===== src/smtq_pkg.sv =====
package smtq_pkg;

    localparam logic [1:0] OP_TICK    = 2'd0;
    localparam logic [1:0] OP_INSTALL = 2'd1;
    localparam logic [1:0] OP_KILL    = 2'd2;

    localparam logic [2:0] KIND_EXPIRED   = 3'd0;
    localparam logic [2:0] KIND_INSTALLED = 3'd1;
    localparam logic [2:0] KIND_REFUSED   = 3'd2;
    localparam logic [2:0] KIND_KILLED    = 3'd3;
    localparam logic [2:0] KIND_IGNORED   = 3'd4;
    localparam logic [2:0] KIND_TICK_DONE = 3'd5;

    localparam int IN_BITS  = 72;
    localparam int OUT_BITS = 48;

    typedef enum logic [8:0] {
        S_IDLE  = 9'b000000001,
        S_TRD   = 9'b000000010,
        S_TPROC = 9'b000000100,
        S_TEND  = 9'b000001000,
        S_IRD   = 9'b000010000,
        S_IPROC = 9'b000100000,
        S_KRD   = 9'b001000000,
        S_KPROC = 9'b010000000,
        S_EMIT  = 9'b100000000
    } t_state;

endpackage


===== src/smtq_ram.sv =====
module smtq_ram #(
    parameter int DEPTH = 16,
    parameter int WIDTH = 36
) (
    input  logic                     i_clk,
    input  logic                     i_we,
    input  logic [$clog2(DEPTH)-1:0] i_waddr,
    input  logic [WIDTH-1:0]         i_wdata,
    input  logic                     i_re,
    input  logic [$clog2(DEPTH)-1:0] i_raddr,
    output logic [WIDTH-1:0]         o_rdata
);

    logic [WIDTH-1:0] r_mem [DEPTH];
    logic [WIDTH-1:0] r_rdata;

    always_ff @(posedge i_clk) begin
        if (i_we) begin
            r_mem[i_waddr] <= i_wdata;
        end
        if (i_re) begin
            r_rdata <= r_mem[i_raddr];
        end
    end

    assign o_rdata = r_rdata;

endmodule


===== src/sorted_multi_timer_queue_unit.sv =====
// channel   direction  word fields (lsb first)
// s_axis    in         op, elapsed_ms, delay_ms, timer_slot
// m_axis    out        kind, slot_id, active_count, next_remaining_ms, has_next; tlast = last
//
// One word at a time. Tick reads each listed timer, rewrites the survivors and reports
// the expired ones. Install shifts the entries behind the new one from the list tail.
// Kill reads every entry. Refused install, ignored kill and reserved op go straight to the result word.
// Each entry visited costs one read and at most one write of the single-port-pair list memory.
// Reset clears count, busy bits and control; the list memory needs no clearing.
// A stalled output holds the sequencer; the list memory holds its contents meanwhile.
module sorted_multi_timer_queue_unit #(
    parameter int SLOTS     = 16,
    parameter int TIME_BITS = 32
) (
    input  logic                          i_clk,
    input  logic                          i_rst_n,
    input  logic                          i_s_axis_tvalid,
    output logic                          o_s_axis_tready,
    // op[1:0], elapsed_ms[33:2], delay_ms[65:34], timer_slot[69:66], zero pad
    input  logic [smtq_pkg::IN_BITS-1:0]  i_s_axis_tdata,
    output logic                          o_m_axis_tvalid,
    input  logic                          i_m_axis_tready,
    // kind[2:0], slot_id[6:3], active_count[11:7], next_remaining_ms[43:12],
    // has_next[44], zero pad
    output logic [smtq_pkg::OUT_BITS-1:0] o_m_axis_tdata,
    output logic                          o_m_axis_tlast
);

    localparam int SW = (SLOTS > 1) ? $clog2(SLOTS) : 1;
    localparam int CW = $clog2(SLOTS + 1);
    localparam int EW = SW + TIME_BITS;
    localparam logic [TIME_BITS-1:0] TMAX = '1;

    smtq_pkg::t_state r_state;
    logic [CW-1:0]        r_cnt, r_lim, r_i, r_z;
    logic [SLOTS-1:0]     r_busy;
    logic                 r_pend, r_found;
    logic [TIME_BITS-1:0] r_arg, r_head;
    logic [3:0]           r_eslot;
    logic [2:0]           r_ekind;
    logic [SW-1:0]        r_nslot, r_tsi;
    logic                 r_ov, r_olast;
    logic [smtq_pkg::OUT_BITS-1:0] r_od;

    logic [1:0]  in_op;
    logic [31:0] in_el, in_dl;
    logic [3:0]  in_ts;
    logic [TIME_BITS-1:0] el_sat, dl_sat;
    logic [SW-1:0] free_slot, in_tsi;
    logic in_range, full, accept, o_free;

    logic          we, re;
    logic [SW-1:0] waddr, raddr;
    logic [EW-1:0] wdata, rdata;
    logic [SW-1:0] rd_slot;
    logic [TIME_BITS-1:0] rd_rem, sub;

    logic                 o_ld, o_last;
    logic [2:0]           o_kind;
    logic [3:0]           o_slot;
    logic [TIME_BITS-1:0] o_next;

    assign in_op = i_s_axis_tdata[1:0];
    assign in_el = i_s_axis_tdata[33:2];
    assign in_dl = i_s_axis_tdata[65:34];
    assign in_ts = i_s_axis_tdata[69:66];

    assign el_sat = ((64'(in_el) >> TIME_BITS) != 64'd0) ? TMAX : TIME_BITS'(in_el);
    assign dl_sat = ((64'(in_dl) >> TIME_BITS) != 64'd0) ? TMAX : TIME_BITS'(in_dl);
    assign in_tsi   = SW'(in_ts);
    assign in_range = 32'(in_ts) < 32'(SLOTS);
    assign full     = r_cnt >= CW'(SLOTS);

    always_comb begin
        free_slot = '0;
        for (int k = SLOTS - 1; k >= 0; k--) begin
            if (!r_busy[k]) free_slot = SW'(k);
        end
    end

    assign o_s_axis_tready = (r_state == smtq_pkg::S_IDLE);
    assign accept = i_s_axis_tvalid && o_s_axis_tready;
    assign o_free = !r_ov || i_m_axis_tready;

    assign rd_slot = rdata[EW-1:TIME_BITS];
    assign rd_rem  = rdata[TIME_BITS-1:0];
    assign sub     = (rd_rem > r_arg) ? rd_rem - r_arg : '0;

    smtq_ram #(.DEPTH(SLOTS), .WIDTH(EW)) u_ram (
        .i_clk  (i_clk),
        .i_we   (we),
        .i_waddr(waddr),
        .i_wdata(wdata),
        .i_re   (re),
        .i_raddr(raddr),
        .o_rdata(rdata)
    );

    always_comb begin
        we = 1'b0; waddr = '0; wdata = '0; re = 1'b0; raddr = '0;
        o_ld = 1'b0; o_kind = r_ekind; o_slot = r_eslot; o_last = 1'b1;
        o_next = (r_cnt != '0) ? r_head : '0;
        unique case (r_state)
            smtq_pkg::S_TRD, smtq_pkg::S_KRD: begin
                re = r_i < r_lim;
                raddr = SW'(r_i);
            end
            smtq_pkg::S_TPROC: begin
                if (!r_pend || o_free) begin
                    o_ld = r_pend;
                    o_kind = smtq_pkg::KIND_EXPIRED;
                    o_last = 1'b0;
                    o_next = sub;
                    we = (sub != '0);
                    waddr = SW'(r_i - r_z);
                    wdata = {rd_slot, sub};
                end
            end
            smtq_pkg::S_TEND: begin
                o_ld = r_pend;
                o_kind = smtq_pkg::KIND_EXPIRED;
                o_last = 1'b0;
                o_next = '0;
            end
            smtq_pkg::S_IRD: begin
                re = r_i != '0;
                raddr = SW'(r_i - CW'(1));
                we = r_i == '0;
                waddr = '0;
                wdata = {r_nslot, r_arg};
            end
            smtq_pkg::S_IPROC: begin
                we = 1'b1;
                waddr = SW'(r_i);
                wdata = (rd_rem >= r_arg) ? rdata : {r_nslot, r_arg};
            end
            smtq_pkg::S_KPROC: begin
                we = r_found;
                waddr = SW'(r_i - CW'(1));
                wdata = rdata;
            end
            smtq_pkg::S_EMIT: begin
                o_ld = 1'b1;
            end
            default: begin
            end
        endcase
    end

    always_ff @(posedge i_clk) begin
        if (!i_rst_n) begin
            r_state <= smtq_pkg::S_IDLE;
            r_cnt   <= '0;
            r_busy  <= '0;
            r_pend  <= 1'b0;
            r_found <= 1'b0;
            r_ov    <= 1'b0;
        end else begin
            if (o_ld && o_free) begin
                r_ov <= 1'b1;
            end else if (i_m_axis_tready) begin
                r_ov <= 1'b0;
            end
            unique case (r_state)
                smtq_pkg::S_IDLE: begin
                    if (accept) begin
                        r_pend  <= 1'b0;
                        r_found <= 1'b0;
                        if (in_op == smtq_pkg::OP_TICK) begin
                            r_state <= smtq_pkg::S_TRD;
                        end else if (in_op == smtq_pkg::OP_INSTALL) begin
                            r_state <= (dl_sat == '0 || full) ? smtq_pkg::S_EMIT
                                                              : smtq_pkg::S_IRD;
                        end else if (in_op == smtq_pkg::OP_KILL) begin
                            r_state <= (in_range && r_busy[in_tsi]) ? smtq_pkg::S_KRD
                                                                    : smtq_pkg::S_EMIT;
                        end else begin
                            r_state <= smtq_pkg::S_EMIT;
                        end
                    end
                end
                smtq_pkg::S_TRD: begin
                    r_state <= (r_i < r_lim) ? smtq_pkg::S_TPROC : smtq_pkg::S_TEND;
                end
                smtq_pkg::S_TPROC: begin
                    if (!r_pend || o_free) begin
                        if (sub == '0) begin
                            r_pend <= 1'b1;
                            r_cnt  <= r_cnt - CW'(1);
                            r_busy[rd_slot] <= 1'b0;
                        end else begin
                            r_pend <= 1'b0;
                        end
                        r_state <= smtq_pkg::S_TRD;
                    end
                end
                smtq_pkg::S_TEND: begin
                    if (!r_pend || o_free) begin
                        r_pend  <= 1'b0;
                        r_state <= smtq_pkg::S_EMIT;
                    end
                end
                smtq_pkg::S_IRD: begin
                    if (r_i == '0) begin
                        r_cnt <= r_cnt + CW'(1);
                        r_busy[r_nslot] <= 1'b1;
                        r_state <= smtq_pkg::S_EMIT;
                    end else begin
                        r_state <= smtq_pkg::S_IPROC;
                    end
                end
                smtq_pkg::S_IPROC: begin
                    if (rd_rem >= r_arg) begin
                        r_state <= smtq_pkg::S_IRD;
                    end else begin
                        r_cnt <= r_cnt + CW'(1);
                        r_busy[r_nslot] <= 1'b1;
                        r_state <= smtq_pkg::S_EMIT;
                    end
                end
                smtq_pkg::S_KRD: begin
                    if (r_i < r_lim) begin
                        r_state <= smtq_pkg::S_KPROC;
                    end else begin
                        r_cnt <= r_cnt - CW'(1);
                        r_busy[r_tsi] <= 1'b0;
                        r_state <= smtq_pkg::S_EMIT;
                    end
                end
                smtq_pkg::S_KPROC: begin
                    if (rd_slot == r_tsi) r_found <= 1'b1;
                    r_state <= smtq_pkg::S_KRD;
                end
                smtq_pkg::S_EMIT: begin
                    if (o_free) r_state <= smtq_pkg::S_IDLE;
                end
                default: begin
                    r_state <= smtq_pkg::S_IDLE;
                end
            endcase
        end
    end

    always_ff @(posedge i_clk) begin
        if (we && waddr == '0) r_head <= wdata[TIME_BITS-1:0];
        if (o_ld && o_free) begin
            r_od <= {3'd0, (r_cnt != '0), 32'(o_next), 5'(r_cnt), o_slot, o_kind};
            r_olast <= o_last;
        end
        unique case (r_state)
            smtq_pkg::S_IDLE: begin
                r_lim <= r_cnt;
                r_z   <= '0;
                r_tsi <= in_tsi;
                r_nslot <= free_slot;
                if (in_op == smtq_pkg::OP_TICK) begin
                    r_i <= '0;
                    r_arg <= el_sat;
                    r_ekind <= smtq_pkg::KIND_TICK_DONE;
                    r_eslot <= '0;
                end else if (in_op == smtq_pkg::OP_INSTALL) begin
                    r_i <= r_cnt;
                    r_arg <= dl_sat;
                    r_ekind <= (dl_sat == '0 || full) ? smtq_pkg::KIND_REFUSED
                                                      : smtq_pkg::KIND_INSTALLED;
                    r_eslot <= (dl_sat == '0 || full) ? 4'd0 : 4'(free_slot);
                end else if (in_op == smtq_pkg::OP_KILL) begin
                    r_i <= '0;
                    r_ekind <= (in_range && r_busy[in_tsi]) ? smtq_pkg::KIND_KILLED
                                                            : smtq_pkg::KIND_IGNORED;
                    r_eslot <= in_ts;
                end else begin
                    r_i <= r_cnt;
                    r_ekind <= smtq_pkg::KIND_TICK_DONE;
                    r_eslot <= '0;
                end
            end
            smtq_pkg::S_TPROC: begin
                if (!r_pend || o_free) begin
                    r_i <= r_i + CW'(1);
                    if (sub == '0) begin
                        r_z <= r_z + CW'(1);
                        r_eslot <= 4'(rd_slot);
                    end
                end
            end
            smtq_pkg::S_TEND: begin
                if (!r_pend || o_free) r_eslot <= '0;
            end
            smtq_pkg::S_IPROC: begin
                if (rd_rem >= r_arg) r_i <= r_i - CW'(1);
            end
            smtq_pkg::S_KPROC: begin
                r_i <= r_i + CW'(1);
            end
            default: begin
            end
        endcase
    end

    assign o_m_axis_tvalid = r_ov;
    assign o_m_axis_tdata  = r_od;
    assign o_m_axis_tlast  = r_olast;

    a_cnt_range: assert property (@(posedge i_clk) disable iff (!i_rst_n)
        r_cnt <= CW'(SLOTS)) else $error("timer count above capacity");
    a_busy_cnt: assert property (@(posedge i_clk) disable iff (!i_rst_n)
        (r_state == smtq_pkg::S_IDLE) |-> ($countones(r_busy) == 32'(r_cnt)))
        else $error("busy bits disagree with timer count");
    a_idle_pend: assert property (@(posedge i_clk) disable iff (!i_rst_n)
        (r_state == smtq_pkg::S_IDLE) |-> !r_pend) else $error("expiry left pending");
    a_waddr: assert property (@(posedge i_clk) disable iff (!i_rst_n)
        we |-> (32'(waddr) < 32'(SLOTS))) else $error("list write out of range");

endmodule


===== config.mk =====
export PLATFORM = sky130hd
export DESIGN_NAME = sorted_multi_timer_queue_unit
export DESIGN_NICKNAME = d
export VERILOG_FILES = /design/src/smtq_pkg.sv /design/src/smtq_ram.sv /design/src/sorted_multi_timer_queue_unit.sv
export SDC_FILE = /design/constraint.sdc
export NUM_CORES = 1
export LEC_CHECK = 0
export ABC_AREA = 1
export ABC_CLOCK_PERIOD_IN_PS = 8700
export BUFFER_PORTS_ARGS = -buffer_cell sky130_fd_sc_hd__buf_4
export CAP_MARGIN = 20
export CORE_AREA = 2 2 359 361
export DETAILED_ROUTE_END_ITERATION = 6
export DIE_AREA = 0 0 361 363
export PLACE_DENSITY = 0.41
export SYNTH_ARGS = -nofsm -noshare
export SYNTH_HDL_FRONTEND = slang
export SYNTH_HIERARCHICAL = 1
export SYNTH_SLANG_ARGS = --single-unit

===== constraint.sdc =====
create_clock -name i_clk -period 8.7 [get_ports i_clk]
set_input_delay 0.87 -clock i_clk [delete_from_list [all_inputs] [get_ports i_clk]]
set_output_delay 0.87 -clock i_clk [all_outputs]
set_load 0.01 [all_outputs]

==> flow_summary.json <==
{
  "rr_startpoint": "u_ram/o_rdata[0]$_DFFE_PP_",
  "layout_min_cycle_time_ns": 6.26,
  "fillers": 12991,
  "avgSynthCellArea_um2": 9.28,
  "irDropWorstVdd_v": 0.000139,
  "cp_max_fo": 20,
  "cp-end-kind": "flop",
  "final-hold-violation-count": 0,
  "status": "complete, but fails checks",
  "finalCritPeriodShare_pct": 72.0,
  "rsz0062_at_grt": "no",
  "setup_violations": 0,
  "row_count": 131,
  "cts_tree": "yes",
  "drt_pass1_iterations": 7,
  "grt_overflow": 0,
  "leakage_nw": 18.9,
  "cts.clk_slew.worst_paths_ns": 0.06,
  "postSynthCellCount": 4075,
  "numCtsBuffers": 93,
  "synth_seq_cells": 784,
  "drtIter0Drc": 2078,
  "avgRoutedWirePerCell_um": 20.3,
  "syn_to_final_growth_pct": 15.9,
  "required_ns": 9.00,
  "yosys_warnings": 6,
  "crit_type": "reg2reg",
  "path_delay_family": "simple AND/OR/NAND/NOR gates",
  "relSlewSlack_pct": 24.8,
  "cts_resized": 0,
  "antenna_found_initial": 10,
  "vias_per_cell": 4.61,
  "dpl.hpwl_mm": 75.3,
  "violations": "design-rule violations",
  "path_buf_inv": 3,
  "vias": 27459,
  "ctsHoldBuffers": 0,
  "final_layout_size_suffix_gt1_share_pct": 9.05,
  "cpPeakStageDelay_ns": 0.85,
  "ys_types": 48,
  "grtUsageTotal_pct": 18.4,
  "grt_max_degree": 140,
  "setup_tns_ns": 0,
  "insertion_delay_ns": 0.68,
  "p_per_area_nw_per_um2": 228,
  "core-area_um2": 127000,
  "wirelength_mm": 121,
  "max_clock_freq_mhz": 160,
  "grt_pass1_vias": 26799,
  "ioPinCount": 127,
  "placed_area_um2": 40900,
  "drtAntennaViolNets": 0,
  "die_h_um": 363,
  "arrival_ns": 6.57,
  "cts_root_buf": "clkbuf_16",
  "yosysSeqAreaShare_pct": 61.4,
  "slew_viol_final": 0,
  "hold-worst-slack_ns": 0.407,
  "cts_buffer_depth": 3,
  "drc": 1,
  "crit_chain": "inv_1 -> ha_1 -> fa_1 -> inv_1 -> nand2_1 -> nand2_1 -> nand3_1 -> nand2_1 -> nand2_1 -> nand2_1 -> nand2_1 -> nand2_1 -> nand2_1 -> nor2_1 -> nor2_1 -> nand2_1 -> nor2_1 -> nand3_2 -> nand2_1 -> nand2_1 -> nand3_1 -> nor2_4 -> buf_4",
  "clock-sinks": 784,
  "gp_congestion": 0.924,
  "cts_setup_buffers": 0,
  "nNetsFinal": 4343,
  "startpoint": "u_ram/o_rdata[0]$_DFFE_PP_",
  "initial_core_util_pct": 29.8,
  "cpMostUsedCell": "nand2_1",
  "cts_max_level": 3,
  "syn-cell-area_um2": 37800,
  "hp-start": "i_s_axis_tdata[69]",
  "hold_path_class": "in2reg",
  "dieArea_um2": 131000,
  "fin_worst_skew_ns": 0.0323,
  "grt_pass1_wl_mm": 180,
  "worst_pin_slew_ns": 1.13,
  "maxCapViolCount": 0,
  "fin_util_pct": 34.5,
  "design_area_um2": 43800,
  "crit_slowest_cell": "nor2_4",
  "r2r_slack_ns": 2.44,
  "worstSetupStartpointType": "flop",
  "die_w_um": 361,
  "io_buffers": 121
}
==> cell type report <==
type | count | area [um2] | share of cell area (%)
Clock inverter | 54 | 485 | 1.11
Antenna cell | 4 | 10.0 | 0.0228
Multi-Input combinational cell | 2419 | 11300 | 25.9
Sequential cell | 784 | 23200 | 53.0
Inverter | 714 | 2700 | 6.15
Timing Repair Buffer | 206 | 1570 | 3.57
Tap cell | 1662 | 2080 | 4.74
Clock buffer | 112 | 2440 | 5.57
==> per-stage QoR <==
stage                     cells  power (W)  setup slack, ns
final                      5955    0.00998             2.44
after global routing       5951     0.0105             2.08
after CTS                  5951     0.0101             2.41
after detailed placement   5785    0.00626             2.42
after global placement     5784    0.00626             2.50
after floorplan            4077    0.00562             4.19
==> worst reg2reg max path, cell delays in order (launching register included) <==
cell and delay (ns):
edfxtp_1 0.37, inv_1 0.08, ha_1 0.21, fa_1 0.43
inv_1 0.16, nand2_1 0.07, nand2_1 0.07, nand3_1 0.09
nand2_1 0.19, nand2_1 0.07, nand2_1 0.09, nand2_1 0.07
nand2_1 0.38, nand2_1 0.66, nor2_1 0.41, nor2_1 0.09
nand2_1 0.10, nor2_1 0.09, nand3_2 0.13, nand2_1 0.12
nand2_1 0.25, nand3_1 0.36, nor2_4 0.85, buf_4 0.55
==> final timing paths <==
path                                                 endpoint  depth (start not counted)
worst max-delay path            u_ram/r_mem[11][19]$_DFFE_PP_                         23
worst min-delay path                       r_tsi[3]$_DFFE_PP_                          1
worst max register to register  u_ram/r_mem[11][19]$_DFFE_PP_                         23
worst min register to register    o_m_axis_tdata[6]$_DFFE_PP_                          0
==> state kept, by name, indices dropped and copies added (netlist names), 3 cells and up <==
name,flops
o_m_axis_tdata,45
o_slot,4
r_arg,32
r_busy,16
r_cnt,5
r_ekind,3
r_head,32
r_i,5
r_lim,5
r_nslot,4
r_state,9
r_tsi,4
r_z,4
u_ram/o_rdata,36
u_ram/r_mem,576
==> logic make-up (layout without fill, tap and decap cells) <==
logic type	after synthesis	after routing	share of synthesized area, %
flip-flops	784	784	61.4
AO/OA/AOI/OAI	205	205	3.35
XOR/XNOR	22	22	0.509
AND/OR/NAND/NOR	2140	2140	23.8
other	1	7	0.00992
buffers and inverters	874	1086	9.31
adder cells (fa/ha/maj)	49	49	1.68
==> routing by layer <==
layer	up-vias	routed length (um)	global-route usage [%]
met2	484	57300	31.0
met1	13307	57500	25.5
met3	116	4120	1.90
met5	-	0	0
met4	0	2190	4.37
li1	13552	-	-
==> where the power goes <==
part           switching (W)  internal [W]
clock network        0.00160       0.00220
registers          0.0000974       0.00433
logic                0.00124      0.000514
total                0.00294       0.00704
==> layout by cell type (no fill, tap or decap), types with 4 or more instances in the layout <==
cell type,n
a211oi_1,6
nand2_1,1321
nand4_1,22
bufinv_16,7
ha_1,46
or2_2,4
nor2_1,158
o211ai_1,41
clkinv_2,15
nand3b_1,20
inv_2,7
clkinv_1,29
nor2_2,9
o22ai_1,10
diode_2,4
buf_4,204
inv_1,701
clkbuf_1,17
o311ai_0,4
clkbuf_16,95
nor4_1,10
xor2_1,9
a21oi_1,79
and2_1,7
nand3_1,537
edfxtp_1,751
nor3_1,22
xnor2_1,13
o221ai_1,10
nor2_4,20
dfxtp_1,33
o21ai_0,36
==> synthesized netlist by cell type (all sizes together) <==
| cell | instances | area, um2 |
|---|---|---|
| nor3 | 23 | 126 |
| nand3b | 20 | 150 |
| nand3 | 539 | 2700 |
| a211oi | 6 | 45.0 |
| buf | 112 | 654 |
| o211ai | 41 | 308 |
| a21boi | 1 | 7.51 |
| o21a | 1 | 7.51 |
| o311ai | 4 | 35.0 |
| o32ai | 2 | 17.5 |
| clkinv | 4 | 15.0 |
| or4 | 1 | 7.51 |
| nor2 | 187 | 724 |
| conb | 1 | 3.75 |
| and3 | 1 | 6.26 |
| and2 | 7 | 43.8 |
| xnor2 | 13 | 114 |
| or2 | 4 | 25.0 |
| xor2 | 9 | 78.8 |
| dfxtp | 33 | 661 |
| edfxtp | 751 | 22600 |
| clkbuf | 48 | 180 |
| o21bai | 3 | 22.5 |
| o22ai | 14 | 87.6 |
| inv | 710 | 2670 |
| ha | 46 | 576 |
| nor4 | 10 | 62.6 |
| a31oi | 1 | 6.26 |
| o2111ai | 1 | 8.76 |
| a2111oi | 1 | 27.5 |
| nand2 | 1325 | 4990 |
| nand4 | 22 | 138 |
| o21ai | 38 | 190 |
| and3b | 1 | 8.76 |
| o221ai | 11 | 96.3 |
| a21o | 1 | 7.51 |
| a21oi | 80 | 400 |
| fa | 3 | 60.1 |
(Power assumes the default switching activity.)
